==> src/design/apzd_pkg.sv <==
// Package for the APZ frame deframer: result and queue entry types,
// word codes, status codes and queue sizing. No dependencies.
package apzd_pkg;

    localparam logic [31:0] END_MARK    = 32'hFAFA_FAFA;
    localparam logic [23:0] HDR_TAG     = 24'h41_505A;
    localparam logic [2:0]  SKIP_POS    = 3'd7;
    localparam logic [2:0]  START_POS   = 3'd0;
    localparam logic [2:0]  CARD_POS    = 3'd2;
    localparam logic [7:0]  MAX_CHANNEL = 8'd15;

    localparam logic [1:0] ST_DATA     = 2'd0;
    localparam logic [1:0] ST_CHAN_ERR = 2'd1;
    localparam logic [1:0] ST_ABANDON  = 2'd2;

    localparam int QDEPTH = 4;
    localparam int QAW    = $clog2(QDEPTH);

    typedef struct packed {
        logic [1:0]  status;
        logic [7:0]  card_id;
        logic [7:0]  channel;
        logic [15:0] frame_size;
        logic [31:0] data_word;
        logic        frame_last;
    } result_t;

    typedef struct packed {
        logic    two;
        result_t r0;
        result_t r1;
    } entry_t;

    function automatic result_t make_result(
        input logic [1:0]  status,
        input logic [7:0]  card_id,
        input logic [7:0]  channel,
        input logic [15:0] frame_size,
        input logic [31:0] data_word,
        input logic        frame_last
    );
        result_t r;
        r.status     = status;
        r.card_id    = card_id;
        r.channel    = channel;
        r.frame_size = frame_size;
        r.data_word  = data_word;
        r.frame_last = frame_last;
        return r;
    endfunction

endpackage

==> src/design/apzd_if.sv <==
// Channel interfaces of the APZ frame deframer: input words and results.
// Standalone; widths follow the package fields.
interface apzd_word_if;
    logic        valid;
    logic        ready;
    logic [31:0] word;
    logic        buffer_end;

    modport source (output valid, output word, output buffer_end, input ready);
    modport sink   (input valid, input word, input buffer_end, output ready);
endinterface

interface apzd_result_if;
    logic        valid;
    logic        ready;
    logic [1:0]  status;
    logic [7:0]  card_id;
    logic [7:0]  channel;
    logic [15:0] frame_size;
    logic [31:0] data_word;
    logic        frame_last;

    modport source (output valid, output status, output card_id, output channel,
                    output frame_size, output data_word, output frame_last, input ready);
    modport sink   (input valid, input status, input card_id, input channel,
                    input frame_size, input data_word, input frame_last, output ready);
endinterface

==> src/design/apzd_front.sv <==
// Front end: accepts buffer words, tracks event and frame state, holds two
// words back for trailer detection and packs up to two results per word.
// Depends on apzd_pkg and apzd_word_if.
module apzd_front (
    input  logic             clk,
    input  logic             rst_n,
    apzd_word_if.sink        words,
    output apzd_pkg::entry_t push_entry,
    output logic             push_valid,
    input  logic             push_ready
);
    import apzd_pkg::*;

    logic [2:0]  pos_reg, pos_next;
    logic [7:0]  card_reg, card_next;
    logic [3:0]  chan_reg, chan_next;
    logic [15:0] size_reg, size_next;
    logic        expect_reg, expect_next;
    logic [1:0]  cnt_reg, cnt_next;
    logic        started_reg, started_next;
    logic        finished_reg, finished_next;
    logic [31:0] held0_reg, held0_next;
    logic [31:0] held1_reg, held1_next;

    logic        accept;
    logic [31:0] w;
    logic [7:0]  chan_ext;
    logic [1:0]  n;
    result_t     res [2];

    assign w          = words.word;
    assign accept     = words.valid && push_ready;
    assign words.ready = push_ready;
    assign chan_ext   = {4'b0, chan_reg};

    always_comb
    begin
        pos_next      = pos_reg;
        card_next     = card_reg;
        chan_next     = chan_reg;
        size_next     = size_reg;
        expect_next   = expect_reg;
        cnt_next      = cnt_reg;
        started_next  = started_reg;
        finished_next = finished_reg;
        held0_next    = held0_reg;
        held1_next    = held1_reg;
        res[0]        = '0;
        res[1]        = '0;
        n             = 2'd0;

        if (pos_reg < SKIP_POS)
        begin
            if (pos_reg == START_POS)
            begin
                chan_next = '0;
                size_next = '0;
            end
            if (pos_reg == CARD_POS)
            begin
                card_next = w[7:0];
            end
            pos_next = pos_reg + 3'd1;
        end
        else if (!finished_reg)
        begin
            if (w == END_MARK)
            begin
                if (cnt_reg == 2'd2)
                begin
                    res[0] = make_result(ST_DATA, card_reg, chan_ext, size_reg, held0_reg, 1'b0);
                    res[1] = make_result(ST_DATA, card_reg, chan_ext, size_reg, held1_reg, 1'b1);
                    n      = 2'd2;
                end
                else if (cnt_reg == 2'd1)
                begin
                    res[0] = make_result(ST_DATA, card_reg, chan_ext, size_reg, held0_reg, 1'b1);
                    n      = 2'd1;
                end
                cnt_next      = '0;
                expect_next   = 1'b0;
                started_next  = 1'b0;
                finished_next = 1'b1;
            end
            else if (expect_reg)
            begin
                size_next   = w[15:0];
                cnt_next    = '0;
                expect_next = 1'b0;
            end
            else if (w[31:8] == HDR_TAG)
            begin
                if (cnt_reg == 2'd2)
                begin
                    res[0] = make_result(ST_DATA, card_reg, chan_ext, size_reg, held0_reg, 1'b1);
                    n      = 2'd1;
                end
                cnt_next = '0;
                if (w[7:0] > MAX_CHANNEL)
                begin
                    res[n[0]]     = make_result(ST_CHAN_ERR, card_reg, w[7:0], size_reg,
                                                32'd0, 1'b0);
                    n             = n + 2'd1;
                    started_next  = 1'b0;
                    finished_next = 1'b1;
                end
                else
                begin
                    chan_next    = w[3:0];
                    expect_next  = 1'b1;
                    started_next = 1'b1;
                end
            end
            else if (cnt_reg == 2'd2)
            begin
                res[0]     = make_result(ST_DATA, card_reg, chan_ext, size_reg, held0_reg, 1'b0);
                n          = 2'd1;
                held0_next = held1_reg;
                held1_next = w;
            end
            else if (cnt_reg == 2'd0)
            begin
                held0_next = w;
                cnt_next   = 2'd1;
            end
            else
            begin
                held1_next = w;
                cnt_next   = 2'd2;
            end
        end

        if (words.buffer_end)
        begin
            if (!finished_next && (started_next || expect_next || cnt_next != 2'd0))
            begin
                res[n[0]] = make_result(ST_ABANDON, card_next, {4'b0, chan_next}, size_next,
                                        32'd0, 1'b0);
                n         = n + 2'd1;
            end
            pos_next      = '0;
            chan_next     = '0;
            size_next     = '0;
            expect_next   = 1'b0;
            cnt_next      = '0;
            started_next  = 1'b0;
            finished_next = 1'b0;
        end
    end

    assign push_valid    = accept && (n != 2'd0);
    assign push_entry.two = n[1];
    assign push_entry.r0  = res[0];
    assign push_entry.r1  = res[1];

    always_ff @(posedge clk or negedge rst_n)
    begin
        if (!rst_n)
        begin
            pos_reg      <= '0;
            card_reg     <= '0;
            chan_reg     <= '0;
            size_reg     <= '0;
            expect_reg   <= 1'b0;
            cnt_reg      <= '0;
            started_reg  <= 1'b0;
            finished_reg <= 1'b0;
        end
        else if (accept)
        begin
            pos_reg      <= pos_next;
            card_reg     <= card_next;
            chan_reg     <= chan_next;
            size_reg     <= size_next;
            expect_reg   <= expect_next;
            cnt_reg      <= cnt_next;
            started_reg  <= started_next;
            finished_reg <= finished_next;
        end
    end

    always_ff @(posedge clk)
    begin
        if (accept)
        begin
            held0_reg <= held0_next;
            held1_reg <= held1_next;
        end
    end

endmodule

==> src/design/apzd_queue.sv <==
// Small queue of result entries between front and back ends.
// Depends on apzd_pkg.
module apzd_queue (
    input  logic             clk,
    input  logic             rst_n,
    input  apzd_pkg::entry_t push_entry,
    input  logic             push_valid,
    output logic             push_ready,
    output apzd_pkg::entry_t pop_entry,
    output logic             pop_valid,
    input  logic             pop_ready
);
    import apzd_pkg::*;

    entry_t         mem_reg [QDEPTH];
    logic [QAW-1:0] wr_ptr_reg;
    logic [QAW-1:0] rd_ptr_reg;
    logic [QAW:0]   count_reg;
    logic           do_push;
    logic           do_pop;

    assign push_ready = (count_reg != QDEPTH[QAW:0]);
    assign pop_valid  = (count_reg != '0);
    assign pop_entry  = mem_reg[rd_ptr_reg];
    assign do_push    = push_valid && push_ready;
    assign do_pop     = pop_valid && pop_ready;

    always_ff @(posedge clk or negedge rst_n)
    begin
        if (!rst_n)
        begin
            wr_ptr_reg <= '0;
            rd_ptr_reg <= '0;
            count_reg  <= '0;
        end
        else
        begin
            if (do_push)
            begin
                wr_ptr_reg <= wr_ptr_reg + 1'b1;
            end
            if (do_pop)
            begin
                rd_ptr_reg <= rd_ptr_reg + 1'b1;
            end
            if (do_push && !do_pop)
            begin
                count_reg <= count_reg + 1'b1;
            end
            else if (do_pop && !do_push)
            begin
                count_reg <= count_reg - 1'b1;
            end
        end
    end

    always_ff @(posedge clk)
    begin
        if (do_push)
        begin
            mem_reg[wr_ptr_reg] <= push_entry;
        end
    end

endmodule

==> src/design/apzd_back.sv <==
// Back end: drains queue entries into the output register one result
// per cycle while results.ready. Depends on apzd_pkg, apzd_result_if.
module apzd_back (
    input  logic             clk,
    input  logic             rst_n,
    input  apzd_pkg::entry_t pop_entry,
    input  logic             pop_valid,
    output logic             pop_ready,
    apzd_result_if.source    results
);
    import apzd_pkg::*;

    result_t out_reg;
    result_t second_reg;
    logic    out_valid_reg;
    logic    pending_reg;
    logic    advance;

    assign advance   = !out_valid_reg || results.ready;
    assign pop_ready = advance && !pending_reg;

    assign results.valid      = out_valid_reg;
    assign results.status     = out_reg.status;
    assign results.card_id    = out_reg.card_id;
    assign results.channel    = out_reg.channel;
    assign results.frame_size = out_reg.frame_size;
    assign results.data_word  = out_reg.data_word;
    assign results.frame_last = out_reg.frame_last;

    always_ff @(posedge clk or negedge rst_n)
    begin
        if (!rst_n)
        begin
            out_valid_reg <= 1'b0;
            pending_reg   <= 1'b0;
        end
        else if (advance)
        begin
            if (pending_reg)
            begin
                out_valid_reg <= 1'b1;
                pending_reg   <= 1'b0;
            end
            else
            begin
                out_valid_reg <= pop_valid;
                pending_reg   <= pop_valid && pop_entry.two;
            end
        end
    end

    always_ff @(posedge clk)
    begin
        if (advance)
        begin
            if (pending_reg)
            begin
                out_reg <= second_reg;
            end
            else if (pop_valid)
            begin
                out_reg    <= pop_entry.r0;
                second_reg <= pop_entry.r1;
            end
        end
    end

endmodule

==> src/design/apz_frame_deframer_unit.sv <==
// APZ frame deframer top level: front end, entry queue and back end.
// Depends on apzd_pkg, apzd_if, apzd_front, apzd_queue and apzd_back.
//
// Usage: words carries one 32-bit buffer word per handshake, buffer_end
// set on the last word of each event buffer. results carries tagged
// payload words, channel errors and abandoned-frame reports.
// Throughput: one word per cycle while the queue has room; a word can
// cause up to two results, and the back end sends one result per cycle
// while the receiver is ready, so a run of two-result words is limited by
// the output port and absorbed by a four-entry queue. A word's results
// are written to the queue at the accepting edge, then loaded into the
// output register; a second result follows via the back end's second_reg.
// Words ready drops only when the queue is full; a stalled receiver holds
// the output register and backs up the queue, then the input.
// Reset clears all event state, the card id, the queue and output valid.
module apz_frame_deframer_unit (
    input  logic          clk,
    input  logic          rst_n,
    apzd_word_if.sink     words,
    apzd_result_if.source results
);
    import apzd_pkg::*;

    entry_t push_entry;
    logic   push_valid;
    logic   push_ready;
    entry_t pop_entry;
    logic   pop_valid;
    logic   pop_ready;

    apzd_front u_front (
        .clk        (clk),
        .rst_n      (rst_n),
        .words      (words),
        .push_entry (push_entry),
        .push_valid (push_valid),
        .push_ready (push_ready)
    );

    apzd_queue u_queue (
        .clk        (clk),
        .rst_n      (rst_n),
        .push_entry (push_entry),
        .push_valid (push_valid),
        .push_ready (push_ready),
        .pop_entry  (pop_entry),
        .pop_valid  (pop_valid),
        .pop_ready  (pop_ready)
    );

    apzd_back u_back (
        .clk       (clk),
        .rst_n     (rst_n),
        .pop_entry (pop_entry),
        .pop_valid (pop_valid),
        .pop_ready (pop_ready),
        .results   (results)
    );

endmodule
==> src/flat_wrapper.sv <==
// flat-port wrapper written by rule: the top's interface ports become plain ports
module apz_frame_deframer_unit_flat import apzd_pkg::*;
  (clk, rst_n, words_valid, words_word, words_buffer_end, words_ready, results_valid, results_status, results_card_id, results_channel, results_frame_size, results_data_word, results_frame_last, results_ready);
  apzd_word_if words_i ();
  apzd_result_if results_i ();
  input  logic clk;
  input  logic rst_n;
  input wire logic [$bits(words_i.valid)-1:0] words_valid;
  input wire logic [$bits(words_i.word)-1:0] words_word;
  input wire logic [$bits(words_i.buffer_end)-1:0] words_buffer_end;
  output wire logic [$bits(words_i.ready)-1:0] words_ready;
  output wire logic [$bits(results_i.valid)-1:0] results_valid;
  output wire logic [$bits(results_i.status)-1:0] results_status;
  output wire logic [$bits(results_i.card_id)-1:0] results_card_id;
  output wire logic [$bits(results_i.channel)-1:0] results_channel;
  output wire logic [$bits(results_i.frame_size)-1:0] results_frame_size;
  output wire logic [$bits(results_i.data_word)-1:0] results_data_word;
  output wire logic [$bits(results_i.frame_last)-1:0] results_frame_last;
  input wire logic [$bits(results_i.ready)-1:0] results_ready;
  assign words_i.valid = words_valid;
  assign words_i.word = words_word;
  assign words_i.buffer_end = words_buffer_end;
  assign words_ready = words_i.ready;
  assign results_valid = results_i.valid;
  assign results_status = results_i.status;
  assign results_card_id = results_i.card_id;
  assign results_channel = results_i.channel;
  assign results_frame_size = results_i.frame_size;
  assign results_data_word = results_i.data_word;
  assign results_frame_last = results_i.frame_last;
  assign results_i.ready = results_ready;
  apz_frame_deframer_unit u_core (.clk(clk), .rst_n(rst_n), .words(words_i), .results(results_i));
endmodule
==> config.mk <==
export PLATFORM = sky130hd
export DESIGN_NAME = apz_frame_deframer_unit_flat
export DESIGN_NICKNAME = d
export VERILOG_FILES = /design/src/design/apzd_pkg.sv /design/src/design/apzd_if.sv /design/src/design/apzd_front.sv /design/src/design/apzd_queue.sv /design/src/design/apzd_back.sv /design/src/design/apz_frame_deframer_unit.sv /design/src/flat_wrapper.sv
export SDC_FILE = /design/constraint.sdc
export NUM_CORES = 1
export LEC_CHECK = 0
export BUFFER_PORTS_ARGS = -buffer_cell sky130_fd_sc_hd__buf_2
export CORE_MARGIN = 3
export CORE_UTILIZATION = 65
export DETAILED_ROUTE_END_ITERATION = 6
export PLACE_DENSITY = 0.83
export REMOVE_ABC_BUFFERS = 1
export SYNTH_ARGS = -nofsm -noshare
export SYNTH_HDL_FRONTEND = slang
export SYNTH_HIERARCHICAL = 1
export SYNTH_SLANG_ARGS = --single-unit
==> constraint.sdc <==
create_clock -name clk -period 15.52 [get_ports clk]
set_clock_uncertainty 0.15 [all_clocks]
set_input_delay 1.552 -clock clk [delete_from_list [all_inputs] [get_ports clk]]
set_output_delay 1.552 -clock clk [all_outputs]
set_load 0.01 [all_outputs]
==> impl_table.tex <==
\begin{tabular}{lr}
\hline
Metric & Value \\
\hline
\multicolumn{2}{l}{\textbf{Die}} \\
\quad Core ar. & 0.0469 mm2 \\
\quad IO Pins & 106 \\
\quad Chip height & 225 um \\
\quad Standard-cell row count & 79 \\
\quad Die W & 225 um \\
\quad Floorplan die area & 0.0504 mm2 \\
\quad Starting density of the core & 0.662 \\
\multicolumn{2}{l}{\textbf{Timing}} \\
\quad Share of the clock period used by the worst path & 0.436 \\
\quad Count of pins over their slew limit & 0 \\
\quad Timing-limited maximum frequency & 0.148 GHz \\
\quad Slew HR & 0.0812 \\
\quad Setup repair after global routing missed its margin & no \\
\quad Total setup violations reported at the end of the flow & 0 \\
\quad Final TNS setup & 0 ps \\
\quad Min Tclk post-route & 6770 ps \\
\quad Final WS setup & 8750 ps \\
\quad Hold Violations, Final & 0 \\
\quad Slew at the pin closest to its max-slew limit & 1370 ps \\
\multicolumn{2}{l}{\textbf{Power}} \\
\quad P\_leak & 11.8 nW \\
\quad Maximum resistive drop on vdd & 0.129 mV \\
\quad Post-layout total power & 6.00 mW \\
\quad Pwr dens & 174 mW/mm2 \\
\multicolumn{2}{l}{\textbf{Worst setup path}} \\
\quad Sort of element at the end of the critical path & register \\
\quad Count of cells along the worst register-to-register path & 13 \\
\quad CP required & 15580 ps \\
\quad Worst path arrival time & 6820 ps \\
\quad Worst reg2reg endpoint & u\_core/u\_queue/mem\_reg[1][106]\$\_DFFE\_PP\_ \\
\quad Launch point of the worst reg-to-reg path & u\_core/u\_front/cnt\_reg[1]\$\_DFFE\_PN0P\_ \\
\quad Register-to-register setup slack & 9790 ps \\
\quad Startpoint types & primary input \\
\quad WS Path Type & primary input to register \\
\quad Crit Path Max Fanout & 62 \\
\multicolumn{2}{l}{\textbf{Synthesis}} \\
\quad Count of unique library cells instantiated by Yosys & 75 \\
\quad Combined area of all synthesized cells & 0.0310 mm2 \\
\quad Most repeated cell in the gate-level netlist after synthesis & sky130\_fd\_sc\_hd\_\_edfxtp\_1 \\
\quad FFs w/ async S/R, synth & 0.0575 \\
\quad Yosys warning count & 6 \\
\quad Top\_reg\_cell synth & sky130\_fd\_sc\_hd\_\_edfxtp\_1 \\
\quad Number of enable-type register cells in the synthesized netlist & 738 \\
\quad Sequential element share of the synthesized area & 0.750 \\
\quad Area share of the largest cell type after synthesis & 0.714 \\
\quad Mapped Avg Cell Area & 20.0 um2 \\
\quad Commonest cells in the netlist & sky130\_fd\_sc\_hd\_\_edfxtp\_1 (738), sky130\_fd\_sc\_hd\_\_mux4\_2 (135), sky130\_fd\_sc\_hd\_\_nand2\_1 (135) \\
\quad Register bit total from synthesis & 783 \\
\quad Leading post-synthesis cells by cell area & sky130\_fd\_sc\_hd\_\_edfxtp\_1 (71\%), sky130\_fd\_sc\_hd\_\_mux4\_2 (9.8\%), sky130\_fd\_sc\_hd\_\_dfrtp\_1 (3.6\%) \\
\quad Dominant cell type by area after synthesis & sky130\_fd\_sc\_hd\_\_edfxtp\_1 \\
\quad Gate count after technology mapping & 1551 \\
\multicolumn{2}{l}{\textbf{CTS}} \\
\quad CTS Hold Bufs & 0 \\
\quad Clk slew on worst S/H paths & 60 ps \\
\quad CTS H-tree depth & 3 \\
\quad TritonCTS clock tree & done \\
\quad TritonCTS Buffers & 75 \\
\quad \# clock sinks & 783 \\
\quad Post-CTS Resized & 0 \\
\quad CTS Buffer Depth & 3 \\
\quad Setup fix buffers added after clock tree synthesis & 0 \\
\quad CTS Root Buffer Type & sky130\_fd\_sc\_hd\_\_clkbuf\_16 \\
\quad Worst skew pair latency & 620 ps \\
\multicolumn{2}{l}{\textbf{Drt}} \\
\quad Final WL & 67900 um \\
\quad Vias per cell & 6.67 \\
\quad DRC violation count after routing & 0 \\
\quad Number of iterations in the first detailed-routing pass & 6 \\
\quad Initial DRC Count & 1943 \\
\quad Routed Antenna Nets & 0 \\
\quad Total via count after detailed routing & 15700 \\
\quad Average wire per cell in the routed design & 28.9 um \\
\multicolumn{2}{l}{\textbf{Cells and area}} \\
\quad Area added between synthesis and finish & 11.0\% \\
\quad Share of cells above drive strength 1 & 0.296 \\
\quad Storage cell area & 0.0233 mm2 \\
\quad Number of flip-flops in the largest register & 540 \\
\quad Fill cell total of the finished layout & 2593 \\
\quad Nets & 1728 \\
\quad Fin cells & 2349 \\
\quad Area occupied by multi-input gates & 0.00722 mm2 \\
\multicolumn{2}{l}{\textbf{Hold path}} \\
\quad End point of the most critical hold path & u\_core/u\_front/held0\_reg[5]\$\_DFFE\_PP\_ \\
\quad HP Class & register to register \\
\quad Hold wc startpoint & u\_core/u\_front/held1\_reg[5]\$\_DFFE\_PP\_ \\
\quad Hold Path Depth & 2 \\
\multicolumn{2}{l}{\textbf{Global route}} \\
\quad Wire length of the first global-routing pass & 102000 um \\
\quad Antenna violations before repair & 2 \\
\quad Global routing usage summed across all routing layers & 0.277 \\
\quad Maximum number of pins on one net before global-route repair & 97 \\
\quad Total overflow reported by the global router & 0 \\
\quad Vias in the first global route & 16300 \\
\multicolumn{2}{l}{\textbf{Placement}} \\
\quad IO Port Bufs & 105 \\
\quad Placer congestion estimate & 0.876 \\
\quad Placed wire-length estimate & 36400 um \\
\quad Post-Place Worst Slack & 8240 ps \\
\quad Dpl cells & 2210 \\
\multicolumn{2}{l}{\textbf{Run}} \\
\quad Max-Cap Viols & 0 \\
\multicolumn{2}{l}{\textbf{Run status}} \\
\quad Status & finished clean \\
\hline
\end{tabular}
==> report_power, final <==
part	leakage [nW]	switching, mW	total (mW)	internal (mW)
registers	7.52	0.180	2.87	2.69
logic	3.12	0.710	1.36	0.652
clock network	1.16	0.758	1.77	1.01
==> routing by layer <==
metal	GRT usage	vias up	share of wire
met2	0.439	945	0.49
met4	0.121	2	0.040
met3	0.0572	187	0.096
met1	0.384	8031	0.37
met5	0	-	0.00015
li1	-	6498	-
==> final cells by class <==
class | instances | share of cell area
Clock inverter | 36 | 0.00876
Timing Repair Buffer | 131 | 0.0213
Multi-Input combinational cell | 677 | 0.210
Sequential cell | 783 | 0.677
Antenna cell | 3 | 0.000218
Clock buffer | 100 | 0.0602
Tap cell | 607 | 0.0221
Inverter | 12 | 0.00131
==> metrics by stage <==
step / hold slack (ps) / area [um2] / util
final: 373 / 34400 / 0.735
after floorplan: 336 / 30500 / -
after global routing: 400 / 34400 / 0.735
after detailed placement: 366 / 32100 / 0.684
after global placement: 356 / 32100 / 0.684
after CTS: 374 / 34400 / 0.735
==> cell usage in the layout (no fill, tap or decap), types with 16 or more instances in the layout <==
master	count
sky130_fd_sc_hd__buf_4	25
sky130_fd_sc_hd__clkbuf_16	76
sky130_fd_sc_hd__mux2_4	67
sky130_fd_sc_hd__a22oi_1	18
sky130_fd_sc_hd__clkbuf_1	16
sky130_fd_sc_hd__and2_1	75
sky130_fd_sc_hd__buf_2	105
sky130_fd_sc_hd__mux4_2	135
sky130_fd_sc_hd__dfrtp_1	42
sky130_fd_sc_hd__nor2_1	16
sky130_fd_sc_hd__edfxtp_1	738
sky130_fd_sc_hd__a22o_1	25
sky130_fd_sc_hd__a21boi_0	19
sky130_fd_sc_hd__nand2_1	135
==> how the worst max path moves through the flow <==
| stage | start | to | slack [ps] | cells past startpoint |
|---|---|---|---|---|
| finish | words_word[8] | u_core/u_queue/mem_reg[1][106]$_DFFE_PP_ | 8750 | 12 |
| floorplan | words_word[21] | u_core/u_queue/mem_reg[0][0]$_DFFE_PP_ | 7630 | 10 |
| detailed placement | words_word[8] | u_core/u_queue/mem_reg[1][10]$_DFFE_PP_ | 8240 | 12 |
| CTS | words_word[8] | u_core/u_queue/mem_reg[1][109]$_DFFE_PP_ | 8850 | 12 |
| global route | words_word[11] | u_core/u_queue/mem_reg[1][111]$_DFFE_PP_ | 8510 | 12 |
| global placement | words_word[8] | u_core/u_queue/mem_reg[1][10]$_DFFE_PP_ | 8200 | 12 |
==> worst max-delay path: stages <==
cell and delay, ps:
sky130_fd_sc_hd__buf_2 150, sky130_fd_sc_hd__nor4bb_1 910, sky130_fd_sc_hd__nand3_1 280, sky130_fd_sc_hd__or4b_4 620, sky130_fd_sc_hd__a21o_1 180, sky130_fd_sc_hd__buf_4 270
sky130_fd_sc_hd__nand3_1 150, sky130_fd_sc_hd__o221a_2 190, sky130_fd_sc_hd__a21boi_2 330, sky130_fd_sc_hd__and2_4 660, sky130_fd_sc_hd__buf_4 540, sky130_fd_sc_hd__buf_4 790
==> cells by family (layout without fill, tap and decap cells) <==
| kind of cell | Yosys count | count (layout) | synth area share |
|---|---|---|---|
| simple gates | 295 | 295 | 0.0494 |
| buf+inv | 91 | 279 | 0.0196 |
| mux | 218 | 218 | 0.136 |
| compound gates | 147 | 147 | 0.0380 |
| fa+ha+maj | 11 | 11 | 0.00468 |
| other cells | 0 | 3 | 0 |
| flops | 783 | 783 | 0.750 |
| xor+xnor | 6 | 6 | 0.00169 |
(Power assumes the default switching activity.)
